--- src/ihex_enc_pkg.sv ---
// Shared types, codes and character tables for the Intel HEX record encoder.
// No dependencies; imported by the controller, datapath and top level.
package ihex_enc_pkg;

	localparam int MAX_RECORD_BYTES = 16;
	localparam int CNT_W            = 5;
	localparam int IDX_W            = $clog2(MAX_RECORD_BYTES);
	localparam int POS_W            = 6;
	localparam int CFG_IDX_W        = 2;
	localparam int CFG_DATA_W       = 5;

	localparam logic [1:0] ACT_DATA = 2'd0;
	localparam logic [1:0] ACT_ADDR = 2'd1;
	localparam logic [1:0] ACT_EOF  = 2'd2;
	localparam logic [1:0] ACT_EXT  = 2'd3;

	localparam logic [CFG_IDX_W-1:0] REG_RECORD_LENGTH = 2'd0;
	localparam logic [CFG_IDX_W-1:0] REG_EOF_STYLE     = 2'd1;

	localparam logic [POS_W-1:0] EOF_LAST_POS = 6'd12;
	localparam logic [POS_W-1:0] EXT_LAST_POS = 6'd15;

	localparam logic [7:0] CH_COLON = 8'h3A;
	localparam logic [7:0] CH_ZERO  = 8'h30;
	localparam logic [7:0] CH_ONE   = 8'h31;
	localparam logic [7:0] CH_TWO   = 8'h32;
	localparam logic [7:0] CH_FOUR  = 8'h34;
	localparam logic [7:0] CH_A     = 8'h41;
	localparam logic [7:0] CH_F     = 8'h46;
	localparam logic [7:0] CH_LF    = 8'h0A;
	localparam logic [7:0] CH_SUB   = 8'h1A;

	typedef struct packed {
		logic [1:0]  action;
		logic [7:0]  data_byte;
		logic [15:0] load_address;
	} in_item_t;

	typedef struct packed {
		logic [7:0] character;
		logic       last_of_run;
	} out_item_t;

	typedef struct packed {
		logic latch;
		logic store;
		logic emit;
		logic tail_sel;
		logic finish;
	} dp_cmd_t;

	typedef struct packed {
		logic [1:0] new_action;
		logic [1:0] item_action;
		logic       count_zero;
		logic       full_next;
		logic       out_free;
		logic       rec_end;
		logic       tail_end;
	} dp_stat_t;

	function automatic logic [7:0] hex_char(input logic [3:0] nib);
		logic [7:0] c;
		if (nib < 4'd10) begin
			c = CH_ZERO + {4'b0, nib};
		end else begin
			c = CH_ZERO + 8'd7 + {4'b0, nib};
		end
		return c;
	endfunction

	// End-of-file strings and the extended address record, by position.
	function automatic logic [7:0] tail_char(input logic is_ext, input logic style,
			input logic [3:0] idx);
		logic [7:0] c;
		if (is_ext) begin
			unique case (idx)
				4'd0:    c = CH_COLON;
				4'd2:    c = CH_TWO;
				4'd8:    c = CH_FOUR;
				4'd13:   c = CH_F;
				4'd14:   c = CH_A;
				4'd15:   c = CH_LF;
				default: c = CH_ZERO;
			endcase
		end else begin
			unique case (idx)
				4'd0:         c = CH_COLON;
				4'd8:         c = style ? CH_ONE : CH_ZERO;
				4'd9, 4'd10:  c = style ? CH_F : CH_ZERO;
				4'd11:        c = CH_LF;
				4'd12:        c = CH_SUB;
				default:      c = CH_ZERO;
			endcase
		end
		return c;
	endfunction

endpackage

--- src/ihex_enc_dpath.sv ---
// Datapath: record buffer, address/sum/count state, config registers,
// character generation and the output register. Depends on ihex_enc_pkg.
module ihex_enc_dpath import ihex_enc_pkg::*; (
	input  logic                  clk,
	input  logic                  arst_n,
	input  in_item_t              in_item,
	input  dp_cmd_t               cmd,
	output dp_stat_t              stat,
	input  logic                  out_stall,
	output logic                  out_valid,
	output out_item_t             out_item,
	input  logic                  cfg_we,
	input  logic [CFG_IDX_W-1:0]  cfg_index,
	input  logic [CFG_DATA_W-1:0] cfg_data
);

	in_item_t         item_q;
	logic [7:0]       mem_q [MAX_RECORD_BYTES];
	logic [CNT_W-1:0] count_q;
	logic [15:0]      raddr_q;
	logic [15:0]      naddr_q;
	logic [7:0]       sum_q;
	logic [CNT_W-1:0] reclen_q;
	logic             eof_style_q;
	logic [POS_W-1:0] pos_q;
	logic             ovalid_q;
	logic [7:0]       ochar_q;
	logic             olast_q;

	logic [CNT_W-1:0] limit;
	logic [POS_W-1:0] rec_last;
	logic [POS_W-1:0] data_off;
	logic [7:0]       data_val;
	logic [7:0]       chk;
	logic [7:0]       rec_char;
	logic [7:0]       emit_char;
	logic             emit_last;
	logic             rec_end;
	logic             tail_end;
	logic             is_ext;
	logic [15:0]      new_addr;

	always_comb begin
		if (reclen_q == '0) begin
			limit = CNT_W'(1);
		end else if (reclen_q > CNT_W'(MAX_RECORD_BYTES)) begin
			limit = CNT_W'(MAX_RECORD_BYTES);
		end else begin
			limit = reclen_q;
		end
	end

	assign is_ext   = (item_q.action == ACT_EXT);
	assign rec_last = POS_W'(11) + {count_q, 1'b0};
	assign rec_end  = (pos_q == rec_last);
	assign tail_end = (pos_q == (is_ext ? EXT_LAST_POS : EOF_LAST_POS));
	assign data_off = pos_q - POS_W'(9);
	assign data_val = mem_q[data_off[IDX_W:1]];
	assign chk      = 8'd0 - (sum_q + {3'b0, count_q});

	always_comb begin
		priority if (pos_q == POS_W'(0)) begin
			rec_char = CH_COLON;
		end else if (pos_q == POS_W'(1)) begin
			rec_char = hex_char({3'b0, count_q[4]});
		end else if (pos_q == POS_W'(2)) begin
			rec_char = hex_char(count_q[3:0]);
		end else if (pos_q == POS_W'(3)) begin
			rec_char = hex_char(raddr_q[15:12]);
		end else if (pos_q == POS_W'(4)) begin
			rec_char = hex_char(raddr_q[11:8]);
		end else if (pos_q == POS_W'(5)) begin
			rec_char = hex_char(raddr_q[7:4]);
		end else if (pos_q == POS_W'(6)) begin
			rec_char = hex_char(raddr_q[3:0]);
		end else if (pos_q == POS_W'(7) || pos_q == POS_W'(8)) begin
			rec_char = CH_ZERO;
		end else if (rec_end) begin
			rec_char = CH_LF;
		end else if (pos_q == rec_last - POS_W'(1)) begin
			rec_char = hex_char(chk[3:0]);
		end else if (pos_q == rec_last - POS_W'(2)) begin
			rec_char = hex_char(chk[7:4]);
		end else begin
			rec_char = hex_char(data_off[0] ? data_val[3:0] : data_val[7:4]);
		end
	end

	assign emit_char = cmd.tail_sel ? tail_char(is_ext, eof_style_q, pos_q[3:0]) : rec_char;
	assign emit_last = cmd.tail_sel ? tail_end :
		(rec_end && (item_q.action == ACT_DATA || item_q.action == ACT_ADDR));

	always_comb begin
		unique case (item_q.action)
			ACT_DATA: new_addr = naddr_q;
			ACT_ADDR: new_addr = item_q.load_address;
			default:  new_addr = 16'd0;
		endcase
	end

	always_ff @(posedge clk or negedge arst_n) begin
		if (!arst_n) begin
			count_q     <= '0;
			raddr_q     <= '0;
			naddr_q     <= '0;
			sum_q       <= '0;
			reclen_q    <= CNT_W'(MAX_RECORD_BYTES);
			eof_style_q <= 1'b0;
			pos_q       <= '0;
			ovalid_q    <= 1'b0;
		end else begin
			if (cfg_we) begin
				unique case (cfg_index)
					REG_RECORD_LENGTH: reclen_q    <= cfg_data;
					REG_EOF_STYLE:     eof_style_q <= cfg_data[0];
					default: ;
				endcase
			end
			if (cmd.latch || cmd.finish) begin
				pos_q <= '0;
			end else if (cmd.emit) begin
				pos_q <= pos_q + POS_W'(1);
			end
			if (cmd.store) begin
				count_q <= count_q + CNT_W'(1);
				sum_q   <= sum_q + item_q.data_byte;
				naddr_q <= naddr_q + 16'd1;
			end
			if (cmd.finish) begin
				count_q <= '0;
				raddr_q <= new_addr;
				sum_q   <= new_addr[15:8] + new_addr[7:0];
				if (item_q.action == ACT_ADDR) begin
					naddr_q <= item_q.load_address;
				end
			end
			if (cmd.emit) begin
				ovalid_q <= 1'b1;
			end else if (!out_stall) begin
				ovalid_q <= 1'b0;
			end
		end
	end

	always_ff @(posedge clk) begin
		if (cmd.latch) begin
			item_q <= in_item;
		end
		if (cmd.store) begin
			mem_q[count_q[IDX_W-1:0]] <= item_q.data_byte;
		end
		if (cmd.emit) begin
			ochar_q <= emit_char;
			olast_q <= emit_last;
		end
	end

	assign stat.new_action  = in_item.action;
	assign stat.item_action = item_q.action;
	assign stat.count_zero  = (count_q == '0);
	assign stat.full_next   = ((count_q + CNT_W'(1)) >= limit);
	assign stat.out_free    = !ovalid_q || !out_stall;
	assign stat.rec_end     = rec_end;
	assign stat.tail_end    = tail_end;

	assign out_valid             = ovalid_q;
	assign out_item.character    = ochar_q;
	assign out_item.last_of_run  = olast_q;

endmodule

--- src/ihex_enc_ctrl.sv ---
// Controller state machine: sequences store, record emission, flush and
// trailing string per request. Depends on ihex_enc_pkg.
module ihex_enc_ctrl import ihex_enc_pkg::*; (
	input  logic     clk,
	input  logic     arst_n,
	input  logic     in_valid,
	output logic     in_stall,
	input  dp_stat_t stat,
	output dp_cmd_t  cmd
);

	typedef enum logic [2:0] {
		ST_IDLE,
		ST_STORE,
		ST_REC,
		ST_FIN,
		ST_TAIL
	} state_t;

	state_t state_q;
	state_t state_d;

	always_comb begin
		cmd     = '0;
		state_d = state_q;
		unique case (state_q)
			ST_IDLE: begin
				if (in_valid) begin
					cmd.latch = 1'b1;
					if (stat.new_action == ACT_DATA) begin
						state_d = ST_STORE;
					end else if (stat.count_zero) begin
						state_d = ST_FIN;
					end else begin
						state_d = ST_REC;
					end
				end
			end
			ST_STORE: begin
				cmd.store = 1'b1;
				state_d   = stat.full_next ? ST_REC : ST_IDLE;
			end
			ST_REC: begin
				if (stat.out_free) begin
					cmd.emit = 1'b1;
					if (stat.rec_end) begin
						state_d = ST_FIN;
					end
				end
			end
			ST_FIN: begin
				cmd.finish = 1'b1;
				if (stat.item_action == ACT_EOF || stat.item_action == ACT_EXT) begin
					state_d = ST_TAIL;
				end else begin
					state_d = ST_IDLE;
				end
			end
			ST_TAIL: begin
				cmd.tail_sel = 1'b1;
				if (stat.out_free) begin
					cmd.emit = 1'b1;
					if (stat.tail_end) begin
						state_d = ST_IDLE;
					end
				end
			end
			default: state_d = ST_IDLE;
		endcase
	end

	always_ff @(posedge clk or negedge arst_n) begin
		if (!arst_n) begin
			state_q <= ST_IDLE;
		end else begin
			state_q <= state_d;
		end
	end

	assign in_stall = (state_q != ST_IDLE);

endmodule

--- src/intel_hex_record_encoder_unit.sv ---
// Intel HEX record encoder, top level: controller plus datapath.
// Depends on ihex_enc_pkg, ihex_enc_ctrl and ihex_enc_dpath.
//
// Input channel in_valid/in_stall/in_item takes one request at a time:
// a data byte, an address (flush), end of file or extended address record.
// Output channel out_valid/out_stall/out_item gives one ASCII character
// a cycle unless stalled; last_of_run marks a request's final character.
// Config channel cfg_valid/cfg_ready (always ready) writes record_length
// (index 0) and eof_style (index 1); write only while idle.
// A data byte that does not complete a record is latched, then stored.
// A record of n bytes is 12 + 2n characters and is followed by a flush
// state; the end-of-file string is 13 characters, the extended record 16.
// The controller's emit states make characters one per cycle unless stalled.
// in_stall stays high while a request is worked on: it drops once the
// last character is in the output register and any flush state is done.
// A stalled receiver holds the output register and pauses emission.
// Reset clears counts, addresses, sum and config to defaults
// (record_length 16, eof_style 0); the byte buffer is not cleared.
module intel_hex_record_encoder_unit import ihex_enc_pkg::*; (
	input  logic                  clk,
	input  logic                  arst_n,
	input  logic                  in_valid,
	output logic                  in_stall,
	input  in_item_t              in_item,
	output logic                  out_valid,
	input  logic                  out_stall,
	output out_item_t             out_item,
	input  logic                  cfg_valid,
	output logic                  cfg_ready,
	input  logic [CFG_IDX_W-1:0]  cfg_index,
	input  logic [CFG_DATA_W-1:0] cfg_data
);

	dp_cmd_t  cmd;
	dp_stat_t stat;

	assign cfg_ready = 1'b1;

	ihex_enc_ctrl u_ctrl (
		.clk      (clk),
		.arst_n   (arst_n),
		.in_valid (in_valid),
		.in_stall (in_stall),
		.stat     (stat),
		.cmd      (cmd)
	);

	ihex_enc_dpath u_dpath (
		.clk       (clk),
		.arst_n    (arst_n),
		.in_item   (in_item),
		.cmd       (cmd),
		.stat      (stat),
		.out_stall (out_stall),
		.out_valid (out_valid),
		.out_item  (out_item),
		.cfg_we    (cfg_valid && cfg_ready),
		.cfg_index (cfg_index),
		.cfg_data  (cfg_data)
	);

`ifndef NO_ASSERTIONS
	a_busy_after_accept: assert property (@(posedge clk) disable iff (!arst_n)
		in_valid && !in_stall |=> in_stall)
		else $error("request accepted but block not busy next cycle");

	a_idle_holds_last: assert property (@(posedge clk) disable iff (!arst_n)
		!in_stall && out_valid |-> out_item.last_of_run)
		else $error("block idle while a non-final character is pending");
`endif

endmodule

--- config.mk ---
export PLATFORM = sky130hd
export DESIGN_NAME = intel_hex_record_encoder_unit
export DESIGN_NICKNAME = d
export VERILOG_FILES = /design/src/ihex_enc_pkg.sv /design/src/ihex_enc_dpath.sv /design/src/ihex_enc_ctrl.sv /design/src/intel_hex_record_encoder_unit.sv
export SDC_FILE = /design/constraint.sdc
export NUM_CORES = 1
export LEC_CHECK = 0
export ABC_AREA = 0
export BUFFER_PORTS_ARGS = -buffer_cell sky130_fd_sc_hd__buf_2
export CORE_MARGIN = 2
export CORE_UTILIZATION = 59
export CTS_BUF_LIST = sky130_fd_sc_hd__clkbuf_16
export DETAILED_ROUTE_END_ITERATION = 8
export HOLD_SLACK_MARGIN = 0.05
export PLACE_DENSITY = 0.74
export SLEW_MARGIN = 20
export SYNTH_ARGS = -nofsm -noshare
export SYNTH_HDL_FRONTEND = slang
export SYNTH_SLANG_ARGS = --single-unit
--- constraint.sdc ---
create_clock -name clk -period 6.8 [get_ports clk]
set_input_delay 0.34 -clock clk [delete_from_list [all_inputs] [get_ports clk]]
set_output_delay 0.34 -clock clk [all_outputs]
set_load 0.05 [all_outputs]
## Word-level counts from Yosys, hierarchy flattened

Memories as Yosys holds them, arrays and structs flattened.
Cells that the tools add are included.

- Register bits: 96
- Latch bits: 0
- RAM bits: 128
- Memory bits (read-only): 0
- Output and inout port bits: 12
- Word-level logic and storage cells: 173
- Memories: 1

Memory list:

| name | words | width | rd ports | clocked after Yosys merged registers in | wr ports | RTL line | source |
|---|---|---|---|---|---|---|---|
| u_dpath.mem_q | 16 | 8 | 1 | 0 | 1 | ihex_enc_dpath.sv:18 | `logic [7:0] mem_q [MAX_RECORD_BYTES];` |

- $add $sub $neg: 28
- Multiply operators: 0
- Divide/modulo/power cells: 0
- Order comparisons: 10
- Equal/unequal tests: 35
- Shift-type cells: 0
- Multiplexer cells: 61
- Bitwise gates (word level): 0
- Reductions and logical operators: 24

Operators by type and width:

| kind | number |
|---|---|
| 2-to-1 mux 8 bit | 23 |
| adder 6 x 4 -> 7 bit (first input constant) | 16 |
| 2-to-1 mux 16 bit | 3 |
| case mux 7 bit (6 select lines) | 1 |
| case mux 8 bit (5 select lines) | 1 |
| == test 4 bit (second input constant) | 8 |
| less-than comparator 4 bit (second input constant) | 8 |
| case mux 16 bit (2 select lines) | 1 |
| == test 6 x 3 -> 1 bit (second input constant) | 4 |
| 2-to-1 mux 5 bit | 4 |
| == test 6 bit | 3 |
| 2-to-1 mux 3 bit | 6 |
| adder 16 x 1 -> 16 bit (second input constant) | 1 |
| adder 8 bit | 2 |
| case mux 3 bit (5 select lines) | 1 |
| 2-to-1 mux 1 bit | 14 |
| == test 6 x 2 -> 1 bit (second input constant) | 2 |
| 2-to-1 mux 6 bit | 2 |
| zero test 5 bit | 2 |
| adder 8 x 5 -> 8 bit | 1 |
| subtractor 1 x 8 -> 8 bit (first input constant) | 1 |
| adder 6 x 1 -> 7 bit (first input constant) | 1 |
| 2-to-1 mux 7 bit | 1 |
| adder 4 x 6 -> 6 bit (first input constant) | 1 |
| 32 further kinds | 51 |

## Longest topological paths before layout

An unclocked memory read counts as a cell.

- Depth in word-level cells: 17
- Mapped depth: 17
- Gate-level depth less buffers: 14

## Cells and area by module

Synthesis repeated with hierarchy kept, for this count alone.

- Cells, all modules: 1100
- Area, all modules: 12509.5 µm²

Modules (own cells, without submodules):

| module | instances | cells each | area an instance (µm²) |
|---|---|---|---|
| ihex_enc_dpath | 1 | 1075 | 12280.5 |
| ihex_enc_ctrl | 1 | 23 | 217.7 |
| intel_hex_record_encoder_unit | 1 | 2 | 11.3 |

## Least setup slack after synthesis

Ideal clock, no wire load.

- Path type: flip-flop to flip-flop
- Start: register u_dpath.pos_q[0]
- End: register u_dpath.ochar_q[2] (data pin)
- Setup time: 0.263 ns
- Arrival time: 3.587 ns
- Data required time: 6.537 ns
- Path slack: 2.950 ns
- Stages on the path, launching flop included: 14
- Buffers on the path: 3
- Period minus slack after synthesis: 3.850 ns
- Cell sequence: dfrtp_1 > clkbuf_1 > inv_2 > ha_1 > buf_2 > xor2_2 > buf_2 > mux4_2 > mux4_2 > a21oi_1 > ha_1 > o21ai_1 > a221oi_1 > o21ai_1

- Longest elaborated chain between the ends: 17

Ends and longest elaborated chain:

| what | RTL line | source |
|---|---|---|
| start: declaration | ihex_enc_dpath.sv:25 | `logic [POS_W-1:0] pos_q;` |
| start signal: assignment | ihex_enc_dpath.sv:122 | `pos_q <= pos_q + POS_W'(1);` |
| subtractor 5 x 4 -> 5 bit | ihex_enc_dpath.sv:57 | `assign data_off = pos_q - POS_W'(9);` |
| memory read (16 x 8 bit) | n/a |  |
| 2-to-1 mux 4 bit | ihex_enc_dpath.sv:85 | `rec_char = hex_char(data_off[0] ? data_val[3:0] : data_val[7:4]);` |
| adder 6 x 4 -> 7 bit (tied with other cells) | ihex_enc_pkg.sv:67 | `c = CH_ZERO + 8'd7 + {4'b0, nib};` |
| 2-to-1 mux 8 bit | ihex_enc_pkg.sv:64 | `if (nib < 4'd10) begin` |
| 2-to-1 mux 8 bit | ihex_enc_dpath.sv:82 | `end else if (pos_q == rec_last - POS_W'(2)) begin` |
| 2-to-1 mux 8 bit | ihex_enc_dpath.sv:80 | `end else if (pos_q == rec_last - POS_W'(1)) begin` |
| 2-to-1 mux 8 bit | ihex_enc_dpath.sv:78 | `end else if (rec_end) begin` |
| [2 not listed] | n/a |  |
| 2-to-1 mux 8 bit | ihex_enc_dpath.sv:72 | `end else if (pos_q == POS_W'(5)) begin` |
| 2-to-1 mux 8 bit | ihex_enc_dpath.sv:70 | `end else if (pos_q == POS_W'(4)) begin` |
| 2-to-1 mux 8 bit | ihex_enc_dpath.sv:68 | `end else if (pos_q == POS_W'(3)) begin` |
| 2-to-1 mux 8 bit | ihex_enc_dpath.sv:66 | `end else if (pos_q == POS_W'(2)) begin` |
| 2-to-1 mux 8 bit | ihex_enc_dpath.sv:64 | `end else if (pos_q == POS_W'(1)) begin` |
| 2-to-1 mux 8 bit | ihex_enc_dpath.sv:62 | `priority if (pos_q == POS_W'(0)) begin` |
| 2-to-1 mux 8 bit * | ihex_enc_dpath.sv:89 | `assign emit_char = cmd.tail_sel ? tail_char(is_ext, eof_style_q, pos_q[3:0]) : rec_char;` |
| net u_dpath.emit_char[2] | ihex_enc_dpath.sv:36 | `logic [7:0] emit_char;` |
| end signal: assignment | ihex_enc_dpath.sv:153 | `ochar_q <= emit_char;` |
| end: declaration | ihex_enc_dpath.sv:27 | `logic [7:0] ochar_q;` |

The timed path passes the listed nets; every way through them passes the cells marked *.
A chain may end at the register's enable or synchronous reset.

## Final worst setup path

Same ends and word-level chain as after synthesis.

==> out/metrics.yaml <==
status: "complete, no violations"
synth_ff_type: "edfxtp_1"
grt_util_all_layers_pct: 28.3
hold_viol_final: 0
cp-start-kind: "flip-flop"
synth_cell_type_count: 79
crit_family: "multiplexers"
ioPinCount: 50
yosysMostFrequentCell: "edfxtp_1"
post_drt_wl_per_cell_um: 21.2
maxSlewViolCount: 0
synth_area_per_cell_um2: 11.1
synthCells: 1104
cp_slowest_cell: "dfrtp_1"
setup_tns_ps: 0
place_hpwl_um: 21300
start_util_pct: 60.4
drt-total-wl_um: 30700
fin_nets: 1248
gr-total-overflow: 0
cp-end-kind: "flip-flop"
synth_common_cells: "edfxtp_1 (162), nand2_1 (125), nor2_1 (75), o21ai_0 (62), dfrtp_1 (60)"
slowest_delay_ps: 780
critical_path_buf_inv_count: 2
worst_ir_drop_vdd_v: 0.000333
power_switching_mw: 2.87
netlist_area_um2: 12300
ff_latch_area_um2: 6390
drcViolationCount: 0
rsz0062_at_grt: "no"
clock_power_share_pct: 18.3
crit_arrival_ps: 5140
drive_gt1_share_pct: 13.2
p_leak_nw: 5.23
fp-row-count: 52
area_delta_synth_final_pct: 11.9
tritoncts: "done"
power_frac_seq_pct: 30.4
viasPerCell: 6.14
diodes: 0
htree_levels: 1
p_per_area_nw_per_um2: 488
clk_pin_slew_ps: 60
drt_iter0_markers: 876
skew_ps: 9.54
core_um2: 20300
port_buffers: 47
internal_power_mw: 3.82
cp_max_fo: 18
synth_top_cells_by_area: "edfxtp_1 (40%), dfrtp_1 (12%), ha_1 (4.8%)"
first_global_vias: 8535
synthesis.nets: 1192
synth_area_leader_cell: "edfxtp_1"
antenna_found_initial: 0
synth.top_cell.area_share_pct: 39.7
die_height_um: 148
filler_cell_count: 1519
slew_headroom_pct: 26.2
holdWs_ps: 61.1
yosys_register_bits: 223
crit_path_cell_trace: "inv_2 -> ha_1 -> xor2_2 -> buf_4 -> mux4_2 -> mux4_2 -> mux2i_1 -> ha_1 -> o21ai_1 -> a221oi_1 -> o21ai_1"
max_freq_mhz: 205
critPathKind: "reg -> reg"
dieArea_um2: 21900
period_needed_ps: 4880
grt_max_degree: 62
drtPass1Iterations: 5
cts_buffers: 23
power_frac_comb_pct: 51.2
worstSkewPairLatency_ps: 530
gp_congestion: 0.941
setup_viol: 0
worst_pin_slew_ps: 1100
period_share_pct: 71.8
seq_area_frac_synth_pct: 52.2
die_w_um: 148
vias: 8888
yosys_warnings: 0
hold_class: "in -> reg"
synth_edf_count: 162
critPathRequiredTime_ps: 7060
clock_path_buffers: 3
switching_share_pct: 42.9
cts.sinks: 223
async_flop_share_pct: 27.4
maxCapViolCount: 0
ctsRootBufferMaster: "clkbuf_16"
multi_input_comb_area_um2: 5430
drtAntennaViolNets: 0
grt_pass1_wl_um: 47500
## worst paths after layout
| kind | startpoint | depth (start not counted) | slack, ps | to |
|---|---|---|---|---|
| worst max-delay path | u_dpath.pos_q[0]$_DFFE_PN0P_ | 11 | 1920 | u_dpath.ochar_q[2]$_DFFE_PP_ |
| worst min register to register | u_dpath.item_q[0]$_DFFE_PP_ | 2 | 490 | u_dpath.naddr_q[0]$_DFF_PN0_ |
| worst max register to register | u_dpath.pos_q[0]$_DFFE_PN0P_ | 11 | 1920 | u_dpath.ochar_q[2]$_DFFE_PP_ |
| max in group asynchronous | arst_n | 3 | 5730 | u_dpath.naddr_q[13]$_DFF_PN0_ |
| min in group asynchronous | arst_n | 3 | 510 | u_dpath.naddr_q[1]$_DFF_PN0_ |
| worst min-delay path | cfg_data[0] | 2 | 60 | u_dpath.eof_style_q$_DFFE_PN0P_ |
## final cells by class
cell class                      instances  area share [%]
Clock buffer                           23            4.20
Clock inverter                         19            1.18
Inverter                               47            1.29
Multi-Input combinational cell        774            39.6
Sequential cell                       223            46.6
Tap cell                              270            2.46
Timing Repair Buffer                   91            4.69
## per-layer routing
layer | GRT usage [%] | part of all wire [%]
met5 | 0 | 0
met4 | 9.52 | 3.2
met3 | 5.71 | 8.0
met2 | 44.6 | 46
met1 | 39.9 | 43
## stage by stage
stage	area [um^2]	power, mW	setup WS, ps	util, %	cells
global placement	12700	5.32	2190	62.4	1374
floorplan	12300	4.63	2950	-	1104
detailed placement	12700	5.41	2020	62.4	1374
finish	13700	6.70	1920	67.5	1447
global route	13700	7.13	1640	67.5	1447
CTS	13700	6.67	2000	67.5	1447
## logic make-up (layout without fill, tap and decap cells)
group                    Yosys count  count (layout)  share of synthesized area [%]
AND/OR/NAND/NOR                  344             344                           13.6
AO/OA/AOI/OAI                    251             251                           13.0
flip-flops                       223             223                           52.2
buffers and inverters            107             180                           3.73
XOR/XNOR                          64              64                           4.75
multiplexers                      63              63                           7.41
adder cells (fa/ha/maj)           50              50                           5.29
other                              2               2                         0.0613
## flip-flops by register name, indices dropped and copies added, names as in the netlist
signal	cells
u_ctrl.state_q	3
u_dpath.eof_style_q	1
u_dpath.stat	2
u_dpath.mem_q	128
u_dpath.reclen_q	5
u_dpath.pos_q	6
u_dpath.raddr_q	16
u_dpath.count_q	5
u_dpath.item_q	24
u_dpath.olast_q	1
u_dpath.sum_q	8
u_dpath.ochar_q	7
u_dpath.naddr_q	16
u_dpath.out_valid	1
## power by group through the flow
stage / clock network [mW] / logic, mW / registers (mW)
finish: 1.23 / 3.43 / 2.04
CTS: 1.24 / 3.40 / 2.03
detailed placement: 0 / 3.35 / 2.05
global route: 1.29 / 3.78 / 2.06
global placement: 0 / 3.28 / 2.05
floorplan: 0 / 2.63 / 2.00
## placed cells by master, fill, tap and decap left out, types with 14 or more instances in the layout
cell type and count:
edfxtp_1 162, nand2_1 125, nor2_1 73, o21ai_0 62, dfrtp_1 60, a21oi_1 57
inv_1 51, ha_1 47, buf_2 47, xnor2_1 37, dlygate4sd3_1 31, mux2i_1 30
xor2_1 25, nand3_1 23, clkbuf_16 23, o21ai_1 22, nor3_1 22, mux4_2 21
a211oi_1 18, and3_1 16, nand4_1 14
## timing repair
action,in CTS,in global routing
resized for setup,0,0
setup endpoints to repair,0,0
buffers inserted,0,0
hold buffers,31,0
hold endpoints to repair,90,0
No activity file was read; power rests on OpenSTA's default activity.
